## src/hw/rtl/asc_pkg.sv

```systemverilog
// Shared constants, types and register codes of the adaptive sample count selector.
package asc_pkg;

    // Ring geometry and field widths.
    localparam int HIST_DEPTH = 10;
    localparam int SMP_W      = 24;
    localparam int PTR_W      = $clog2(HIST_DEPTH);
    localparam int FILL_W     = $clog2(HIST_DEPTH + 1);
    localparam int CNT_W      = 10;
    localparam int THR_W      = 23;
    localparam int STEPS_W    = 8;
    localparam int VAR_W      = 48;
    localparam int CFG_IDX_W  = 3;
    localparam int CFG_DATA_W = 23;

    // Running sums of the ring and the exact variance numerator.
    localparam int S1_W   = SMP_W + PTR_W;
    localparam int S2_W   = 2 * SMP_W - 1 + PTR_W;
    localparam int MUL_W  = (S1_W > THR_W) ? S1_W : THR_W + 1;
    localparam int PROD_W = 2 * MUL_W;
    localparam int NN     = HIST_DEPTH * HIST_DEPTH;
    localparam int NUM_W  = S2_W + PTR_W;
    localparam int T2_W   = 2 * THR_W + 2 * PTR_W;
    localparam int CMP_W  = (NUM_W > T2_W + 2) ? NUM_W : T2_W + 2;

    // Divider timing: the variance quotient takes eight bits a cycle and the
    // count step two bits a cycle; both run side by side.
    localparam int VREM_W    = $clog2(NN);
    localparam int VDIV_STEP = 8;
    localparam int VDIV_CYC  = (NUM_W + VDIV_STEP - 1) / VDIV_STEP;
    localparam int VDIV_PAD  = VDIV_CYC * VDIV_STEP;
    localparam int CDIV_STEP = 2;
    localparam int CDIV_CYC  = (CNT_W + CDIV_STEP - 1) / CDIV_STEP;
    localparam int CDIV_PAD  = CDIV_CYC * CDIV_STEP;
    localparam int DIV_CYC   = (VDIV_CYC > CDIV_CYC) ? VDIV_CYC : CDIV_CYC;
    localparam int DCNT_W    = $clog2(DIV_CYC);

    // Register reset values.
    localparam logic [THR_W-1:0]   THR_RST   = THR_W'(1280);
    localparam logic [CNT_W-1:0]   MIN_RST   = CNT_W'(10);
    localparam logic [CNT_W-1:0]   MAX_RST   = CNT_W'(50);
    localparam logic [STEPS_W-1:0] STEPS_RST = STEPS_W'(5);

    typedef enum logic [CFG_IDX_W-1:0] {
        CFG_ENABLE    = 3'd0,
        CFG_THRESHOLD = 3'd1,
        CFG_MIN       = 3'd2,
        CFG_MAX       = 3'd3,
        CFG_STEPS     = 3'd4
    } t_cfg_idx;

    typedef enum logic [3:0] {
        ST_IDLE,
        ST_RD,
        ST_SQ_NEW,
        ST_ACC,
        ST_T2,
        ST_NUM,
        ST_CMP,
        ST_DIV,
        ST_UPD,
        ST_PUSH
    } t_state;

    typedef struct packed {
        logic               start;
        logic [NUM_W-1:0]   num;
        logic [CNT_W-1:0]   mag;
        logic [STEPS_W-1:0] divisor;
    } t_div_req;

    typedef struct packed {
        logic             done;
        logic [VAR_W-1:0] variance;
        logic [CNT_W-1:0] quot;
    } t_div_rsp;

endpackage

```

## src/hw/rtl/asc_in_if.sv

```systemverilog
// Input channel carrying one weight sample per transaction.
interface asc_in_if
    import asc_pkg::*;
();
    logic                    valid;
    logic                    ready;
    logic signed [SMP_W-1:0] weight_sample;

    modport source (output valid, output weight_sample, input ready);
    modport sink (input valid, input weight_sample, output ready);
endinterface

```

## src/hw/rtl/asc_out_if.sv

```systemverilog
// Result channel carrying the chosen count, the variance and the ring status.
interface asc_out_if
    import asc_pkg::*;
();
    logic             valid;
    logic             ready;
    logic [CNT_W-1:0] sample_count;
    logic [VAR_W-1:0] history_variance;
    logic             history_full;

    modport source (output valid, output sample_count, output history_variance,
                    output history_full, input ready);
    modport sink (input valid, input sample_count, input history_variance,
                  input history_full, output ready);
endinterface

```

## src/hw/rtl/asc_ring_mem.sv

```systemverilog
// Sample ring storage: one write port and one registered read port.
module asc_ring_mem
    import asc_pkg::*;
(
    input  logic             i_clk,
    input  logic             i_rd_en,
    input  logic [PTR_W-1:0] i_rd_addr,
    output logic [SMP_W-1:0] o_rd_data,
    input  logic             i_wr_en,
    input  logic [PTR_W-1:0] i_wr_addr,
    input  logic [SMP_W-1:0] i_wr_data
);
    logic [SMP_W-1:0] r_mem [HIST_DEPTH];
    logic [SMP_W-1:0] r_rd_data;

    always_ff @(posedge i_clk) begin
        if (i_wr_en) begin
            r_mem[i_wr_addr] <= i_wr_data;
        end
        if (i_rd_en) begin
            r_rd_data <= r_mem[i_rd_addr];
        end
    end

    assign o_rd_data = r_rd_data;
endmodule

```

## src/hw/rtl/asc_div_unit.sv

```systemverilog
// Multi-cycle divider: variance numerator by depth squared, and count delta by step count.
module asc_div_unit
    import asc_pkg::*;
(
    input  logic     i_clk,
    input  logic     i_rst_n,
    input  t_div_req i_req,
    output t_div_rsp o_rsp
);
    localparam logic [VREM_W:0] NN_C = (VREM_W + 1)'(NN);

    logic                r_busy;
    logic [DCNT_W-1:0]   r_cnt;
    logic                last;
    logic [VDIV_PAD-1:0] r_vq, n_vq;
    logic [VREM_W-1:0]   r_vrem, n_vrem;
    logic [VREM_W:0]     v_try;
    logic [CDIV_PAD-1:0] r_cq, n_cq;
    logic [STEPS_W-1:0]  r_crem, n_crem, r_div;
    logic [STEPS_W:0]    c_try;
    logic                v_run, c_run;

    assign last  = r_busy && (r_cnt == DCNT_W'(DIV_CYC - 1));
    assign v_run = ({1'b0, r_cnt} < (DCNT_W + 1)'(VDIV_CYC));
    assign c_run = ({1'b0, r_cnt} < (DCNT_W + 1)'(CDIV_CYC));

    // Restoring division by the constant depth squared, several bits a cycle.
    always_comb begin
        n_vq   = r_vq;
        n_vrem = r_vrem;
        v_try  = '0;
        for (int k = 0; k < VDIV_STEP; k++) begin
            v_try = {n_vrem, n_vq[VDIV_PAD-1]};
            n_vq  = {n_vq[VDIV_PAD-2:0], 1'b0};
            if (v_try >= NN_C) begin
                v_try   = v_try - NN_C;
                n_vq[0] = 1'b1;
            end
            n_vrem = v_try[VREM_W-1:0];
        end
    end

    // Restoring division of the count delta magnitude by the step count.
    always_comb begin
        n_cq   = r_cq;
        n_crem = r_crem;
        c_try  = '0;
        for (int k = 0; k < CDIV_STEP; k++) begin
            c_try = {n_crem, n_cq[CDIV_PAD-1]};
            n_cq  = {n_cq[CDIV_PAD-2:0], 1'b0};
            if (c_try >= {1'b0, r_div}) begin
                c_try   = c_try - {1'b0, r_div};
                n_cq[0] = 1'b1;
            end
            n_crem = c_try[STEPS_W-1:0];
        end
    end

    always_ff @(posedge i_clk) begin
        if (!i_rst_n) begin
            r_busy <= 1'b0;
            r_cnt  <= '0;
        end else if (i_req.start) begin
            r_busy <= 1'b1;
            r_cnt  <= '0;
        end else if (r_busy) begin
            r_cnt <= r_cnt + 1'b1;
            if (last) begin
                r_busy <= 1'b0;
            end
        end
    end

    always_ff @(posedge i_clk) begin
        if (i_req.start) begin
            r_vq   <= VDIV_PAD'(i_req.num);
            r_vrem <= '0;
            r_cq   <= CDIV_PAD'(i_req.mag) << (CDIV_PAD - CNT_W);
            r_crem <= '0;
            r_div  <= i_req.divisor;
        end else if (r_busy) begin
            if (v_run) begin
                r_vq   <= n_vq;
                r_vrem <= n_vrem;
            end
            if (c_run) begin
                r_cq   <= n_cq;
                r_crem <= n_crem;
            end
        end
    end

    assign o_rsp.done     = last;
    assign o_rsp.variance = VAR_W'(r_vq);
    assign o_rsp.quot     = CNT_W'(r_cq);
endmodule

```

## src/hw/rtl/adaptive_sample_count_selector_core.sv

```systemverilog
// Top level of the adaptive sample count selector: sequencer, running sums and count update.
//
//   Channel   Direction  Handshake        Payload
//   i_smp     in         valid / ready    weight_sample (24-bit signed)
//   o_res     out        valid / ready    sample_count, history_variance, history_full
//   i_cfg_*   in         write enable     register index, write data
//
// One sample is worked on at a time. With adaptive counting disabled or the ring
// not yet full an item skips the threshold compare and the divide; otherwise the
// divider unit produces the variance quotient eight bits a cycle.
// The ring is updated by reading the entry about to be overwritten and adjusting
// the running sums, so each item costs one ring read and one ring write.
// Reset is synchronous; no clearing pass is needed since the fill count masks
// entries that were never written. A stalled result waits in the output register
// while the next sample is already taken in.
module adaptive_sample_count_selector_core
    import asc_pkg::*;
(
    input  logic                  i_clk,
    input  logic                  i_rst_n,
    asc_in_if.sink                i_smp,
    asc_out_if.source             o_res,
    input  logic                  i_cfg_we,
    input  logic [CFG_IDX_W-1:0]  i_cfg_idx,
    input  logic [CFG_DATA_W-1:0] i_cfg_data
);
    t_state r_state, n_state;

    logic               r_cfg_en;
    logic [THR_W-1:0]   r_cfg_thr;
    logic [CNT_W-1:0]   r_cfg_min;
    logic [CNT_W-1:0]   r_cfg_max;
    logic [STEPS_W-1:0] r_cfg_steps;

    logic [PTR_W-1:0]         r_wp;
    logic [FILL_W-1:0]        r_fill;
    logic [CNT_W-1:0]         r_count;
    logic [VAR_W-1:0]         r_last_var;
    logic signed [SMP_W-1:0]  r_x_new;
    logic signed [S1_W-1:0]   r_s1;
    logic [S2_W-1:0]          r_s2;
    logic [PROD_W-1:0]        r_prod;
    logic [T2_W-1:0]          r_t2;
    logic [NUM_W-1:0]         r_num;
    logic                     r_snap, r_neg, r_dnz;
    logic [CNT_W-1:0]         r_res_count;
    logic                     r_ov;
    logic [CNT_W-1:0]         r_o_count;
    logic [VAR_W-1:0]         r_o_var;
    logic                     r_o_full;

    logic                     accept, push, full;
    logic [SMP_W-1:0]         rd_data;
    logic signed [SMP_W-1:0]  x_old;
    logic signed [MUL_W-1:0]  mul_a;
    logic signed [PROD_W-1:0] mul_p;

    logic [CMP_W-1:0]         num_c, t2_c;
    logic                     ge4, lt1;
    logic [CNT_W-1:0]         target, mag;
    logic signed [CNT_W:0]    delta, neg_delta;

    logic [CNT_W-1:0]         step_mag, new_count;
    logic signed [CNT_W+1:0]  step, c_sum, c_lo, c_cl, min_s, max_s;

    t_div_req div_req;
    t_div_rsp div_rsp;

    assign accept = i_smp.valid && i_smp.ready;
    assign full   = (r_fill == FILL_W'(HIST_DEPTH));

    // An entry not yet written while the ring fills counts as zero.
    assign x_old = full ? signed'(rd_data) : '0;

    asc_ring_mem u_ring (
        .i_clk     (i_clk),
        .i_rd_en   (accept),
        .i_rd_addr (r_wp),
        .o_rd_data (rd_data),
        .i_wr_en   (r_state == ST_RD),
        .i_wr_addr (r_wp),
        .i_wr_data (r_x_new)
    );

    // Sequencer.
    always_ff @(posedge i_clk) begin
        if (!i_rst_n) begin
            r_state <= ST_IDLE;
        end else begin
            r_state <= n_state;
        end
    end

    always_comb begin
        n_state     = r_state;
        push        = 1'b0;
        i_smp.ready = 1'b0;
        case (r_state)
            ST_IDLE: begin
                i_smp.ready = 1'b1;
                if (i_smp.valid) begin
                    n_state = ST_RD;
                end
            end
            ST_RD:     n_state = ST_SQ_NEW;
            ST_SQ_NEW: n_state = ST_ACC;
            ST_ACC: begin
                n_state = (r_cfg_en && full) ? ST_T2 : ST_PUSH;
            end
            ST_T2:  n_state = ST_NUM;
            ST_NUM: n_state = ST_CMP;
            ST_CMP: n_state = ST_DIV;
            ST_DIV: begin
                if (div_rsp.done) begin
                    n_state = ST_UPD;
                end
            end
            ST_UPD: n_state = ST_PUSH;
            ST_PUSH: begin
                if (!r_ov || o_res.ready) begin
                    push    = 1'b1;
                    n_state = ST_IDLE;
                end
            end
            default: n_state = ST_IDLE;
        endcase
    end

    // One shared squarer serves old sample, new sample, threshold and sum in turn.
    always_comb begin
        case (r_state)
            ST_RD:     mul_a = MUL_W'(x_old);
            ST_SQ_NEW: mul_a = MUL_W'(r_x_new);
            ST_ACC:    mul_a = signed'(MUL_W'(r_cfg_thr));
            ST_T2:     mul_a = MUL_W'(r_s1);
            default:   mul_a = '0;
        endcase
    end

    assign mul_p = mul_a * mul_a;

    // Threshold compares on the exact numerator.
    always_comb begin
        num_c     = CMP_W'(r_num);
        t2_c      = CMP_W'(r_t2);
        ge4       = (num_c >= (t2_c << 2));
        lt1       = (num_c < t2_c);
        target    = lt1 ? r_cfg_max : r_cfg_min;
        delta     = signed'({1'b0, target}) - signed'({1'b0, r_count});
        neg_delta = -delta;
        mag       = delta[CNT_W] ? neg_delta[CNT_W-1:0] : delta[CNT_W-1:0];
    end

    assign div_req.start   = (r_state == ST_CMP);
    assign div_req.num     = r_num;
    assign div_req.mag     = mag;
    assign div_req.divisor = (r_cfg_steps == '0) ? STEPS_W'(1) : r_cfg_steps;

    asc_div_unit u_div (
        .i_clk   (i_clk),
        .i_rst_n (i_rst_n),
        .i_req   (div_req),
        .o_rsp   (div_rsp)
    );

    // Count update: ge4 gives min; a non-zero move is at least one, clamped to min and max.
    always_comb begin
        step_mag  = (div_rsp.quot == '0 && r_dnz) ? CNT_W'(1) : div_rsp.quot;
        step      = r_neg ? -signed'({2'b00, step_mag}) : signed'({2'b00, step_mag});
        c_sum     = signed'({2'b00, r_count}) + step;
        min_s     = signed'({2'b00, r_cfg_min});
        max_s     = signed'({2'b00, r_cfg_max});
        c_lo      = (c_sum < min_s) ? min_s : c_sum;
        c_cl      = (c_lo > max_s) ? max_s : c_lo;
        new_count = r_snap ? r_cfg_min : c_cl[CNT_W-1:0];
    end

    // Configuration registers.
    always_ff @(posedge i_clk) begin
        if (!i_rst_n) begin
            r_cfg_en    <= 1'b0;
            r_cfg_thr   <= THR_RST;
            r_cfg_min   <= MIN_RST;
            r_cfg_max   <= MAX_RST;
            r_cfg_steps <= STEPS_RST;
        end else if (i_cfg_we) begin
            case (t_cfg_idx'(i_cfg_idx))
                CFG_ENABLE:    r_cfg_en    <= i_cfg_data[0];
                CFG_THRESHOLD: r_cfg_thr   <= i_cfg_data[THR_W-1:0];
                CFG_MIN:       r_cfg_min   <= i_cfg_data[CNT_W-1:0];
                CFG_MAX:       r_cfg_max   <= i_cfg_data[CNT_W-1:0];
                CFG_STEPS:     r_cfg_steps <= i_cfg_data[STEPS_W-1:0];
                default: ;
            endcase
        end
    end

    // Ring pointers, running sums and kept count.
    always_ff @(posedge i_clk) begin
        if (!i_rst_n) begin
            r_wp       <= '0;
            r_fill     <= '0;
            r_s1       <= '0;
            r_s2       <= '0;
            r_count    <= MIN_RST;
            r_last_var <= '0;
            r_ov       <= 1'b0;
        end else begin
            case (r_state)
                ST_RD: begin
                    r_s1 <= r_s1 + S1_W'(r_x_new) - S1_W'(x_old);
                    r_wp <= (r_wp == PTR_W'(HIST_DEPTH - 1)) ? '0 : r_wp + 1'b1;
                    if (!full) begin
                        r_fill <= r_fill + 1'b1;
                    end
                end
                ST_SQ_NEW: r_s2 <= r_s2 - S2_W'(r_prod);
                ST_ACC:    r_s2 <= r_s2 + S2_W'(r_prod);
                ST_UPD: begin
                    r_count    <= new_count;
                    r_last_var <= div_rsp.variance;
                end
                default: ;
            endcase
            if (push) begin
                r_ov <= 1'b1;
            end else if (o_res.ready) begin
                r_ov <= 1'b0;
            end
        end
    end

    // Datapath payload registers.
    always_ff @(posedge i_clk) begin
        r_prod <= $unsigned(mul_p);
        case (r_state)
            ST_IDLE: begin
                if (accept) begin
                    r_x_new <= i_smp.weight_sample;
                end
            end
            ST_ACC: r_res_count <= r_cfg_min;
            ST_T2:  r_t2 <= T2_W'(r_prod) * T2_W'(NN);
            ST_NUM: r_num <= NUM_W'(r_s2) * NUM_W'(HIST_DEPTH) - NUM_W'(r_prod);
            ST_CMP: begin
                r_snap <= ge4;
                r_neg  <= delta[CNT_W];
                r_dnz  <= (delta != '0);
            end
            ST_UPD: r_res_count <= new_count;
            default: ;
        endcase
        if (push) begin
            r_o_count <= r_res_count;
            r_o_var   <= r_last_var;
            r_o_full  <= full;
        end
    end

    assign o_res.valid            = r_ov;
    assign o_res.sample_count     = r_o_count;
    assign o_res.history_variance = r_o_var;
    assign o_res.history_full     = r_o_full;

    a_fill_bound: assert property (@(posedge i_clk) disable iff (!i_rst_n)
        r_fill <= FILL_W'(HIST_DEPTH))
        else $error("Fill level has run past the ring depth.");

    a_wp_tracks_fill: assert property (@(posedge i_clk) disable iff (!i_rst_n)
        !full |-> (r_wp == PTR_W'(r_fill)))
        else $error("Write pointer and fill level disagree while the ring fills.");

    a_accept_reads: assert property (@(posedge i_clk) disable iff (!i_rst_n)
        accept |=> (r_state == ST_RD))
        else $error("Accepted sample did not start a ring update.");

    a_div_in_place: assert property (@(posedge i_clk) disable iff (!i_rst_n)
        div_rsp.done |-> (r_state == ST_DIV))
        else $error("Divider finished outside the divide phase.");
endmodule

```

## src/flat_wrapper.sv

```systemverilog
// flat-port wrapper written by rule: the top's interface ports become plain ports
module adaptive_sample_count_selector_core_flat import asc_pkg::*;
  (i_clk, i_rst_n, i_cfg_we, i_cfg_idx, i_cfg_data, i_smp_valid, i_smp_weight_sample, i_smp_ready, o_res_valid, o_res_sample_count, o_res_history_variance, o_res_history_full, o_res_ready);
  asc_in_if i_smp_i ();
  asc_out_if o_res_i ();
  input  logic i_clk;
  input  logic i_rst_n;
  input  logic i_cfg_we;
  input  logic [CFG_IDX_W-1:0] i_cfg_idx;
  input  logic [CFG_DATA_W-1:0] i_cfg_data;
  input wire logic [$bits(i_smp_i.valid)-1:0] i_smp_valid;
  input wire logic [$bits(i_smp_i.weight_sample)-1:0] i_smp_weight_sample;
  output wire logic [$bits(i_smp_i.ready)-1:0] i_smp_ready;
  output wire logic [$bits(o_res_i.valid)-1:0] o_res_valid;
  output wire logic [$bits(o_res_i.sample_count)-1:0] o_res_sample_count;
  output wire logic [$bits(o_res_i.history_variance)-1:0] o_res_history_variance;
  output wire logic [$bits(o_res_i.history_full)-1:0] o_res_history_full;
  input wire logic [$bits(o_res_i.ready)-1:0] o_res_ready;
  assign i_smp_i.valid = i_smp_valid;
  assign i_smp_i.weight_sample = i_smp_weight_sample;
  assign i_smp_ready = i_smp_i.ready;
  assign o_res_valid = o_res_i.valid;
  assign o_res_sample_count = o_res_i.sample_count;
  assign o_res_history_variance = o_res_i.history_variance;
  assign o_res_history_full = o_res_i.history_full;
  assign o_res_i.ready = o_res_ready;
  adaptive_sample_count_selector_core u_core (.i_clk(i_clk), .i_rst_n(i_rst_n), .i_smp(i_smp_i), .o_res(o_res_i), .i_cfg_we(i_cfg_we), .i_cfg_idx(i_cfg_idx), .i_cfg_data(i_cfg_data));
endmodule
```

## config.mk

```make
export PLATFORM = sky130hd
export DESIGN_NAME = adaptive_sample_count_selector_core_flat
export DESIGN_NICKNAME = d
export VERILOG_FILES = /design/src/hw/rtl/asc_pkg.sv /design/src/hw/rtl/asc_in_if.sv /design/src/hw/rtl/asc_out_if.sv /design/src/hw/rtl/asc_ring_mem.sv /design/src/hw/rtl/asc_div_unit.sv /design/src/hw/rtl/adaptive_sample_count_selector_core.sv /design/src/flat_wrapper.sv
export SDC_FILE = /design/constraint.sdc
export NUM_CORES = 2
export LEC_CHECK = 0
export BUFFER_PORTS_ARGS = -buffer_cell sky130_fd_sc_hd__buf_2
export CORE_MARGIN = 3
export CORE_UTILIZATION = 55
export CTS_BUF_LIST = sky130_fd_sc_hd__clkbuf_4
export CTS_CLUSTER_DIAMETER = 40
export DETAILED_ROUTE_END_ITERATION = 7
export GPL_TIMING_DRIVEN = 1
export PLACE_DENSITY_LB_ADDON = 0.3
export SYNTH_ARGS = -nofsm -noshare
export SYNTH_HDL_FRONTEND = slang
export SYNTH_SLANG_ARGS = --single-unit
```

## constraint.sdc

```tcl
create_clock -name i_clk -period 21.8 [get_ports i_clk]
set_input_delay 0 -clock i_clk [delete_from_list [all_inputs] [get_ports i_clk]]
set_output_delay 0 -clock i_clk [all_outputs]
set_load 0.005 [all_outputs]
```

==> flow_metrics.py <==
metrics = {
    "synth": {
        "syn_area_per_cell_sq_um": 9.876,
        "ys_seq_elements": 815,
        "synth.distinct_cells": 108,
        "synth-edff-count": 539,
        "async_reset_ff_share_pct": 0,
        "yosysTopAreaCellShare_pct": 21.78,
        "synth_top_area_cell": "fa_1",
        "ys.flop_type": "edfxtp_1",
        "syn_area_sq_um": 76380,
        "yosysWarnings": 0,
        "synth_seq_area_share_pct": 28.42,
        "synthCells": 7734,
        "yosys-top-cells-area": "fa_1 22%, edfxtp_1 21%, ha_1 13%",
    },
    "worst_setup_path": {
        "cp_slowest_cell": "clkinv_1",
        "crit_required_ps": 22890,
        "crit_fanout": 25,
        "cp-start-kind": "register",
        "critPathKind": "register to register",
        "critPathArrivalTime_ps": 13190,
        "slowest_delay_ps": 910,
        "end_kind": "register",
        "crit_top_cell": "fa_1",
    },
    "grt": {
        "grt_pass1_wl_microns": 306600,
        "grt_overflow_total": 0,
        "grt_max_degree": 87,
        "grt_antenna_before_repair": 3,
        "first_global_vias": 58043,
        "grt_use_total_pct": 27.07,
    },
    "run": {
        "cap_violations": 0,
    },
    "floorplanning": {
        "core_area_sq_um": 137700,
        "rows": 136,
        "die_height_microns": 378.7,
        "io_pins": 116,
        "die_area_sq_um": 143400,
        "initial_utilization_pct": 55.49,
        "die_w_microns": 378.7,
    },
    "detailed_routing": {
        "drtIter0Drc": 3749,
        "viasPerCell": 5.554,
        "drtPass1Iterations": 5,
        "post-route-drc-count": 0,
        "routed_wl_microns": 188700,
        "drtAntennaViolNets": 0,
        "num_vias": 55728,
        "wire_per_inst_microns": 18.81,
    },
    "cells_and_area": {
        "drive_above_1_share_pct": 8.405,
        "num-nets-final": 9711,
        "layout_common_cells": "1,339 x inv_1, 944 x nand2_1, 831 x fa_1",
        "fillCellCount": 11290,
        "final_common_cell": "inv_1",
        "synthToLayoutAreaGrowth_pct": 9.179,
    },
    "pwr": {
        "ir_drop_mv": 0.4051,
        "share_seq_of_total_power_pct": 22.8,
        "clock_power_share_pct": 16.7,
        "power_leakage_nw": 38.67,
        "intPower_mw": 4.718,
        "p_sw_share_pct": 43.56,
        "pwr-share-comb_pct": 60.6,
        "switchingPower_mw": 3.642,
        "power_density_nw_per_um2": 100.2,
    },
    "clocking": {
        "cts.sinks": 815,
        "post_cts_resized": 0,
        "htreeDepth": 4,
        "cts_tree": "yes",
        "clkTransAtPathRegs_ps": 60,
        "max-clock-path-buffers": 3,
        "cts_made_buffers": 211,
        "clock_latency_ps": 1190,
        "cts-root-buf": "clkbuf_4",
    },
    "worst_hold_path": {
        "hp-class": "primary input to register",
    },
    "sta": {
        "slew_viol_final": 0,
        "fin_crit_ps": 12100,
        "setup_slack_ps": 9701,
        "hold_viol_final": 0,
        "setup_viol": 0,
        "setup_tns_ps": 0,
        "slew_headroom_pct": 20.38,
        "min_period_over_period_pct": 55.50,
        "max_freq_ghz": 0.08265,
        "finClkSkew_ps": 78.36,
        "rsz0062_at_grt": "no",
        "worst_pin_slew_ps": 1190,
    },
    "place": {
        "dp_hpwl_microns": 144400,
        "place_ws_ps": 9930,
        "port_buffers": 115,
        "place.gp.congestion": 0.9403,
    },
    "outcome": {
        "status": "completed",
    },
}
power by group through the flow:
| stage | sequential, mW | combinational (mW) | clock [mW] |
|---|---|---|---|
| 2_1_floorplan | 1.89 | 4.03 | 0 |
| 3_3_place_gp | 1.93 | 4.86 | 0 |
| 3_5_place_dp | 1.94 | 4.94 | 0 |
| 4_1_cts | 1.90 | 4.99 | 1.43 |
| 5_1_grt | 1.91 | 5.61 | 1.52 |
| 6_report | 1.90 | 5.06 | 1.40 |
logic make-up (layout without fill, tap and decap cells):
family | count (synthesis) | in the layout | synth area share, %
XOR/XNOR | 369 | 369 | 4.251
AND/OR/NAND/NOR | 2012 | 2012 | 11.93
flip-flops | 815 | 815 | 28.42
multiplexers | 127 | 127 | 2.521
other | 1 | 8 | 0.004909
adder cells (fa/ha/maj) | 1604 | 1604 | 34.44
buffers and inverters | 1578 | 2076 | 7.784
AO/OA/AOI/OAI | 1228 | 1228 | 10.65
Yosys cell counts, drive strengths merged, types with 15 or more instances:
cell type / count
a211oi: 59
a21boi: 148
a21o: 137
a21oi: 333
a31oi: 25
and2: 108
and3: 37
and4: 26
buf: 39
clkbuf: 190
dfxtp: 276
edfxtp: 539
fa: 831
ha: 773
inv: 1340
mux2: 15
mux2i: 64
mux4: 48
nand2: 946
nand2b: 77
nand3: 89
nand4: 48
nor2: 425
nor2b: 70
nor3: 84
nor4: 18
o211a: 18
o211ai: 32
o21a: 60
o21ai: 236
o21bai: 44
o31ai: 19
or2: 22
or3: 26
xnor2: 276
xor2: 93
sequential cells by signal, indices dropped and copies added (netlist names), 7 cells and up:
signal                         count
u_core.u_div.r_crem                8
u_core.o_res.history_variance     48
u_core.r_res_count                10
u_core.u_ring.r_mem              240
u_core.r_x_new                    24
u_core.r_t2                       51
u_core.r_cfg_min                  10
u_core.r_num                      55
u_core.r_last_var                 48
u_core.u_div.r_cq                 10
u_core.r_prod                     54
u_core.r_cfg_max                  10
u_core.o_res.sample_count         10
u_core.r_s1                       28
u_core.r_s2                       51
u_core.r_cfg_thr                  23
u_core.u_ring.o_rd_data           24
u_core.r_cfg_steps                 8
u_core.u_div.r_vq                 56
u_core.r_count                    10
u_core.u_div.r_vrem                7
u_core.u_div.r_div                 8
per-stage QoR:
stage / area [sq um] / std cells / hold slack (ps) / utilization [%] / total power [mW]
floorplan: 76390 / 7735 / 98.87 / - / 5.916
finish: 83400 / 10033 / 258.6 / 60.58 / 8.360
global route: 83390 / 10032 / 155.8 / 60.58 / 9.041
global placement: 78970 / 9483 / 175.9 / 57.37 / 6.793
detailed placement: 78970 / 9483 / 178.1 / 57.37 / 6.878
CTS: 83380 / 10027 / 83.89 / 60.57 / 8.326
what timing repair did:
item	4_1_cts	5_1_grt
hold endpoints to repair	337	0
setup buffers	0	0
hold buffers	150	0
final timing paths:
kind	startpoint	endpoint	slack, ps	cells past startpoint
worst min register to register	u_core.r_res_count[0]$_DFFE_PP_	u_core.o_res.sample_count[0]$_DFFE_PP_	390	0
worst min-delay path	i_cfg_data[16]	u_core.r_cfg_thr[16]$_SDFFE_PN0P_	260	5
worst max-delay path	u_core.r_state[1]$_SDFFE_PN0P_	u_core.r_prod[51]$_DFF_P_	9700	38
worst max register to register	u_core.r_state[1]$_SDFFE_PN0P_	u_core.r_prod[51]$_DFF_P_	9700	38
critical path: cells and delay by family, from the launching register on:
family                   cells  cell delay [ps]
adder cells (fa/ha/maj)      9             4210
AO/OA/AOI/OAI               12             2860
AND/OR/NAND/NOR              8             2580
buffers and inverters        8             1620
flip-flops                   1              590
XOR/XNOR                     1              140
metal layers:
layer  wire length, microns  GRT usage [%]  up-vias
met5                      0              0        -
met4                   6304          9.677        0
met3                  14140          5.167      404
met2                  86910          43.77     1997
met1                  81380          36.48    27100
li1                       -              -    26227
area by class of cell:
cell class	count	area, sq um	area share [%]
Clock buffer	311	2335	2.800
Inverter	1349	5064	6.072
Tap cell	1794	2245	2.692
Timing Repair Buffer	333	2608	3.127
Clock inverter	83	555.5	0.6661
Multi-Input combinational cell	5342	48860	58.58
Sequential cell	815	21720	26.04
Antenna cell	6	15.01	0.01800
Note: power is estimated with default switching activity, not from simulation.
